`config.mk`:
```
export PLATFORM = sky130hd
export DESIGN_NAME = gfba_ctrl
export DESIGN_NICKNAME = d
export VERILOG_FILES = /design/src/rtl/gfba_pkg.sv /design/src/rtl/gfba_ctrl.sv
export VERILOG_INCLUDE_DIRS = /design/src /design/src/rtl
export SDC_FILE = /design/constraint.sdc
export NUM_CORES = 1
export LEC_CHECK = 0
export ABC_AREA = 1
export BUFFER_PORTS_ARGS = -buffer_cell sky130_fd_sc_hd__buf_4
export CORE_AREA = 2 2 39 41
export DETAILED_ROUTE_END_ITERATION = 10
export DIE_AREA = 0 0 41 43
export PLACE_DENSITY = 0.64
export SETUP_SLACK_MARGIN = 0.4
export SYNTH_ARGS = -nofsm -noshare
export SYNTH_HDL_FRONTEND = slang
export SYNTH_SLANG_ARGS = --single-unit
```
`constraint.sdc`:
```
create_clock -name clk -period 1.2 [get_ports clk]
set_clock_uncertainty 0.15 [all_clocks]
set_input_delay 0.06 -clock clk [delete_from_list [all_inputs] [get_ports clk]]
set_output_delay 0.06 -clock clk [all_outputs]
set_load 0.02 [all_outputs]
```
`src/rtl/assert_macros.svh`:
```
// Assertion macros shared by the allocator modules.
`ifndef ASSERT_MACROS_SVH
`define ASSERT_MACROS_SVH

`ifndef ASSERT_OFF

`define GFBA_ASSERT(lbl, clk, rst_n, prop, msg) \
	lbl: assert property (@(posedge clk) disable iff (!rst_n) (prop)) else $error(msg);

`define GFBA_ASSERT_NEXT(lbl, clk, rst_n, ante, cons, msg) \
	lbl: assert property (@(posedge clk) disable iff (!rst_n) (ante) |=> (cons)) else $error(msg);

`else

`define GFBA_ASSERT(lbl, clk, rst_n, prop, msg)

`define GFBA_ASSERT_NEXT(lbl, clk, rst_n, ante, cons, msg)

`endif

`endif

```
`src/rtl/gfba_pkg.sv`:
```
// Shared types and codes of the grouped free block allocator.
`default_nettype none

package gfba_pkg;

	localparam logic KIND_ALLOC   = 1'b0;
	localparam logic KIND_RELEASE = 1'b1;

	typedef enum logic [1:0] {
		RES_FAIL,
		RES_POP,
		RES_LINK,
		RES_REL
	} res_kind_t;

	typedef enum logic {
		COPY_SPILL,
		COPY_RELOAD
	} copy_mode_t;

	typedef struct packed {
		logic       take;
		logic       push;
		logic       pop;
		logic       grab_link;
		logic       calc_base;
		logic       copy_start;
		logic       copy_step;
		logic       finish;
		copy_mode_t mode;
		logic       res_load;
		res_kind_t  res_kind;
	} cmd_t;

	typedef struct packed {
		logic stack_empty;
		logic stack_full;
		logic link_zero;
		logic block_ok;
		logic copy_last;
	} sts_t;

endpackage

`default_nettype wire

```
`src/rtl/gfba_ctrl.sv`:
```
// Controller: handshakes, operation decode and spill/reload sequencing.
`default_nettype none
`include "assert_macros.svh"

module gfba_ctrl
	import gfba_pkg::*;
(
	input  wire logic clk,
	input  wire logic arst_n,
	input  wire logic in_valid,
	output logic      in_stall,
	input  wire logic kind,
	output logic      out_valid,
	input  wire logic out_stall,
	input  wire sts_t sts,
	output cmd_t      cmd
);

	typedef enum logic [2:0] {
		ST_IDLE,
		ST_POP,
		ST_BASE,
		ST_COPY,
		ST_DRAIN
	} state_t;

	state_t     state_q;
	copy_mode_t mode_q;
	logic       out_valid_q;
	logic       accept;

	assign in_stall  = (state_q != ST_IDLE) || (out_valid_q && out_stall);
	assign accept    = in_valid && !in_stall;
	assign out_valid = out_valid_q;

	always_comb begin
		cmd          = '0;
		cmd.mode     = mode_q;
		cmd.res_kind = RES_FAIL;
		unique case (state_q)
			ST_IDLE: begin
				if (accept) begin
					cmd.take = 1'b1;
					if (kind == KIND_ALLOC) begin
						if (!sts.stack_empty) begin
							cmd.pop = 1'b1;
						end else if (!sts.link_zero) begin
							cmd.grab_link = 1'b1;
						end else begin
							cmd.res_load = 1'b1;
						end
					end else if (!sts.block_ok) begin
						cmd.res_load = 1'b1;
					end else if (!sts.stack_full) begin
						cmd.push     = 1'b1;
						cmd.res_load = 1'b1;
						cmd.res_kind = RES_REL;
					end
				end
			end
			ST_POP: begin
				cmd.res_load = 1'b1;
				cmd.res_kind = RES_POP;
			end
			ST_BASE: begin
				cmd.calc_base  = 1'b1;
				cmd.copy_start = 1'b1;
			end
			ST_COPY: begin
				cmd.copy_step = 1'b1;
			end
			ST_DRAIN: begin
				cmd.finish   = 1'b1;
				cmd.res_load = 1'b1;
				cmd.res_kind = (mode_q == COPY_RELOAD) ? RES_LINK : RES_REL;
			end
			default: begin
				cmd.res_load = 1'b0;
			end
		endcase
	end

	always_ff @(posedge clk or negedge arst_n) begin
		if (!arst_n) begin
			state_q     <= ST_IDLE;
			mode_q      <= COPY_SPILL;
			out_valid_q <= 1'b0;
		end else begin
			unique case (state_q)
				ST_IDLE: begin
					if (accept) begin
						mode_q <= (kind == KIND_ALLOC) ? COPY_RELOAD : COPY_SPILL;
						if (kind == KIND_ALLOC) begin
							if (!sts.stack_empty) begin
								state_q <= ST_POP;
							end else if (!sts.link_zero) begin
								state_q <= ST_BASE;
							end
						end else if (sts.block_ok && sts.stack_full) begin
							state_q <= ST_BASE;
						end
					end
				end
				ST_POP: begin
					state_q <= ST_IDLE;
				end
				ST_BASE: begin
					state_q <= ST_COPY;
				end
				ST_COPY: begin
					if (sts.copy_last) begin
						state_q <= ST_DRAIN;
					end
				end
				ST_DRAIN: begin
					state_q <= ST_IDLE;
				end
				default: begin
					state_q <= ST_IDLE;
				end
			endcase
			if (cmd.res_load) begin
				out_valid_q <= 1'b1;
			end else if (!out_stall) begin
				out_valid_q <= 1'b0;
			end
		end
	end

	`GFBA_ASSERT(a_load_free, clk, arst_n, !(cmd.res_load && out_valid_q && out_stall),
		"result loaded over a stalled beat")
	`GFBA_ASSERT_NEXT(a_copy_hold, clk, arst_n, state_q == ST_COPY && !sts.copy_last,
		state_q == ST_COPY, "group copy left early")
	`GFBA_ASSERT_NEXT(a_drain_res, clk, arst_n, state_q == ST_DRAIN,
		out_valid_q && state_q == ST_IDLE, "group copy ended without a result")

endmodule

`default_nettype wire

```
==> metrics, run 1 <==
worst path required time=0.99 ns; initial detailed-routing violation count=5; GPL Wtd Cong=0.759; Worst Slack Setup Final=-0.490 ns; R2R cell count=9; syn_nets=76; post-detailed-routing wire length=1400 um; Starting Density=0.298; CTS HTree Levels=1; status=finished with violations; # rows=14; ant diodes=0; # setup viols final=17; vias=577; Worst Hold Class=in -> reg; core area=1380 um^2; share of layout cells above drive strength 1=0.664; number of synthesized flops with an enable pin=0; Detailed Routing Iterations Pass 1=4; count of final hold-check violations=3; worst hold margin=-0.0772 ns; Worst Path Arrival=1.48 ns; vias per cell=4.47; die height=43 um; total power=2.08 mW; grt ovf=0; RSZ-0062 raised after global routing=true; clock-pin slew on the worst setup and hold paths=0.04 ns; maximum root-to-sink buffer count=2; pre-CTS worst setup slack=-0.193 ns; Yosys warnings=0; area delta synth->final=130%; Seq/Total Area, Yosys=0.303; Critical Path Source=state_q[0]; r2r setup slk=-0.39 ns; initial antenna violation count=0; cell taking the most area after synthesis=dfrtp_1; DRC=0; Worst Setup End Kind=output pin; Pleak=0.529 nW; Max-cap violations=0; Cell Pwr Density=2190 nW/um^2; Syn Std Cell Area=413 um^2; Fmax achieved=592 MHz; port bufs=23; synth cell count leaders=18 x nand2_1, 13 x inv_1, 9 x nor2_1; post-synth top area share=0.303; die width=41 um; Final Critical Period=1.69 ns; pin count of the biggest net entering global routing=7; top cells by area, synth=dfrtp_1 30%, nand2_1 16%, inv_1 12%, nand3_1 8.5%, nor2_1 8.2%; vias in the first global route=514; IO Pins=24; first-pass GRT wire length=1930 um; Post-Synthesis Cells=66; total CTS buffers=3; CP Launch Type=flip-flop; count of different cell masters after synthesis=17; Routed WL per cell=10.8 um; most common flop cell mapped by yosys=dfrtp_1; cts hold-fix bufs=1; critical path class=reg -> out; Seq cells post-synth=5; critical-path maximum fanout=4; CP endpoint=cmd[0]; Root Buffer=clkbuf_4; Peak VDD IR=1.32 mV; Setup TNS=-5.97 ns; ys async rst share=1.00; Sink Count=5; clock latency on the worst-skew pair=0.24 ns; Util after Layout=0.687; reg-to-reg endpoint=state_q[1]; DIE AREA=1760 um^2; worst slew pin tran=0.240 ns; Slew headroom=0.839; CTS tree=done; Reg2Reg Launch Point=state_q[0]; antenna-violating nets left=0; dpl hpwl=956 um; synthesized area per cell=6.26 um^2; NumNets Final=124; dominant cell by count in the synthesized netlist=nand2_1; gr usage total=0.164; failing checks=hold timing, setup timing; pins over their slew limit=0; Tcrit/Tclk final=1.41
[critical path: stages, from the launching register on]
cell      delay [ns]
dfrtp_1         0.41
nor2_4          0.15
nand2_2         0.09
nor3_4          0.21
nand2_2         0.11
o211ai_1        0.11
buf_4           0.17
[cell usage in the layout (no fill, tap or decap), types with 3 or more instances in the layout]
cell / instances
nand3_1: 4
buf_6: 20
clkbuf_4: 3
buf_4: 24
nor2_1: 5
nand2_2: 5
nand2_1: 12
nor2_2: 4
dfrtp_1: 4
inv_2: 4
inv_4: 4
inv_1: 6
[where the power goes]
part,internal [mW],leakage [nW],total [mW],switching [mW]
Combinational,0.815,0.450,1.60,0.786
Sequential,0.235,0.0633,0.288,0.0532
Clock,0.125,0.0150,0.190,0.0648
[metal layers]
layer | share of wire | wire, um | GRT usage | vias to the layer above
li1 | - | - | - | 296
met1 | 0.36 | 502 | 0.148 | 256
met2 | 0.55 | 772 | 0.316 | 25
met3 | 0.086 | 120 | 0.0681 | 0
met4 | 0 | 0 | 0.0200 | 0
met5 | 0 | 0 | 0 | -
[cell families after synthesis]
kind of cell           share of synthesized area
AND/OR/NAND/NOR                            0.458
buffers and inverters                      0.164
flip-flops                                 0.303
AO/OA/AOI/OAI                             0.0758
[final cells by class]
class	instances	area, um^2
fill	120	433
sequential	5	126
tap	16	20.0
timing repair buffer	45	415
inverter	14	62.6
multi-input combinational	45	300
clock buffer	4	26.3
[timing repair]
action | CTS | global route
gates resized for setup | 30 | 8
setup endpoints to repair | 19 | 19
buffers inserted | 7 | 4
hold endpoints to repair | 8 | 5
pin swaps | 3 | 1
[flip-flops by register name, summed over array words and instances (netlist names)]
name	flops
state_q	3
out_valid	1
mode_q	1
[per-stage QoR]
step	cell area, um^2	std cells
finish	951	129
global route	951	129
CTS	892	125
detailed placement	696	113
global placement	696	113
floorplan	447	66
[worst min path at each step]
stage,startpoint,end,slack (ns),depth (start not counted)
final,kind,mode_q,-0.08,2
after global routing,kind,mode_q,-0.08,2
after CTS,kind,mode_q,-0.08,2
after detailed placement,arst_n,mode_q,-0.29,1
after global placement,arst_n,mode_q,-0.29,1
after floorplan,arst_n,mode_q,-0.39,0
No activity file was read; power rests on OpenSTA's default activity.
==> run 2, diff against run 1 <==
--- a/config.mk
+++ b/config.mk
@@ -11,7 +11,6 @@
 export CORE_AREA = 2 2 39 41
 export DETAILED_ROUTE_END_ITERATION = 10
 export DIE_AREA = 0 0 41 43
-export PLACE_DENSITY = 0.64
 export SETUP_SLACK_MARGIN = 0.4
 export SYNTH_ARGS = -nofsm -noshare
 export SYNTH_HDL_FRONTEND = slang
==> metrics, run 2 (synthesis results as in run 1) <==
Tcrit/Tclk final=1.40; Reg2Reg Launch Point=state_q[0]; # rows=14; worst hold margin=-0.109 ns; delay-heaviest family, CP=simple AND/OR/NAND/NOR gates; worst path required time=0.99 ns; Worst Hold Class=in -> reg; gr usage total=0.180; R2R cell count=11; Max-cap violations=0; core area=1380 um^2; Largest Register=state_q; area of the multi-input gates=305 um^2; commonest non-fill, non-tap cell in the layout=buf_4; commonest non-fill, non-tap cells in the layout=26 x buf_4, 21 x buf_6, 12 x nand2_1; Cell Pwr Density=2190 nW/um^2; vias in the first global route=558; RSZ-0062 raised after global routing=true; clock latency on the worst-skew pair=0.24 ns; NumNets Final=127; Routed WL per cell=11.3 um; area delta synth->final=137%; DRC=0; Worst Path Arrival=1.47 ns; Worst Setup End Kind=output pin; pin count of the biggest net entering global routing=7; WHS Path Cells=2; post-detailed-routing wire length=1490 um; non-filler instance count after layout=132; hold wc startpoint=kind; CP peak stage delay=0.41 ns; Starting Density=0.298; CP Launch Type=flip-flop; max reg flops=3; die height=43 um; GPL Wtd Cong=0.709; IO Pins=24; # setup viols final=17; Pleak=0.543 nW; reg-to-reg endpoint=state_q[0]; Slew headroom=0.823; dpl hpwl=895 um; critical path class=reg -> out; slowest CP cell=dfrtp_2; Final Cell Area=980 um^2; initial antenna violation count=0; Final Critical Period=1.68 ns; register area=126 um^2; vias=606; pre-CTS worst setup slack=-0.204 ns; CP bufs+invs=3; r2r setup slk=-0.38 ns; Peak VDD IR=1.39 mV; FILL cells=111; CTS HTree Levels=1; antenna-violating nets left=0; worst slew pin tran=0.264 ns; failing checks=hold timing, setup timing; ant diodes=0; vias per cell=4.59; Root Buffer=clkbuf_4; port bufs=23; first-pass GRT wire length=2180 um; Fmax achieved=596 MHz; share of layout cells above drive strength 1=0.664; initial detailed-routing violation count=6; status=finished with violations; Worst Slack Setup Final=-0.479 ns; pins over their slew limit=0; Detailed Routing Iterations Pass 1=3; total CTS buffers=3; clock-pin slew on the worst setup and hold paths=0.05 ns; critical-path maximum fanout=4; worst hold endpoint=mode_q; grt ovf=0; count of final hold-check violations=3; DIE AREA=1760 um^2; Post-DP Area=696 um^2; Cell Chain, Critical Path=nand2_2, inv_2, nor3_4, inv_2, nor3_4, buf_6; CTS tree=done; maximum root-to-sink buffer count=2; DP Cell Count=113; cts hold-fix bufs=1; die width=41 um; Sink Count=5
run 2: changes by cell type in the layout (fill, tap and decap cells not counted), sizes merged:
cell  previous run  this run
buf             44        47
run 2: worst register-to-register path, cell delays in order, from the launching register on:
cell	delay [ns]
dfrtp_1	0.40
nor2_4	0.13
nand2_2	0.08
buf_4	0.13
buf_4	0.12
buf_6	0.12
inv_4	0.05
buf_4	0.09
nand2_1	0.04
nand2_1	0.05
nand3_1	0.07
nand2_1	0.07
run 2: how the worst max path moves through the flow:
stage,from,to,slack [ns],cells past startpoint
CTS,state_q[0],cmd[0],-0.47,6
global placement,state_q[0],cmd[0],-0.14,6
floorplan,out_valid,cmd[0],-0.30,5
global route,state_q[0],cmd[0],-0.55,6
finish,out_valid,cmd[9],-0.48,6
detailed placement,state_q[0],cmd[0],-0.20,6
run 2: layout make-up:
| type | instances | share of cell area |
|---|---|---|
| Multi-Input combinational cell | 45 | 0.312 |
| Tap cell | 16 | 0.0204 |
| Sequential cell | 5 | 0.129 |
| Timing Repair Buffer | 48 | 0.451 |
| Clock buffer | 4 | 0.0268 |
| Inverter | 14 | 0.0613 |
run 2: metrics by stage:
stage	total power, mW	hold slack (ns)	utilization	TNS, ns
after floorplan	0.920	-0.386	-	-1.95
after global placement	1.33	-0.288	0.503	-1.22
after detailed placement	1.34	-0.286	0.503	-1.70
after CTS	1.92	-0.0979	0.659	-5.01
after global routing	2.28	-0.113	0.708	-6.94
final	2.15	-0.109	0.708	-5.93
run 2: routing by layer:
metal | up-vias | wire length [um] | track usage
li1 | 302 | - | -
met1 | 278 | 594 | 0.201
met2 | 24 | 808 | 0.309
met3 | 2 | 83 | 0.0524
met4 | 0 | 8 | 0.0533
met5 | - | 0 | 0
run 2: repair_timing:
action                                 CTS  global route
cloned                                   0             0
buffers inserted                        10             4
endpoints found under the hold margin    8             3
setup endpoints to repair               19            19
resized for setup                       28            11
pin swaps                                1             1
run 2: report_power, final:
group | internal [mW] | switching (mW) | total (mW)
clock | 0.126 | 0.0729 | 0.199
combinational | 0.859 | 0.803 | 1.66
sequential | 0.235 | 0.0536 | 0.289
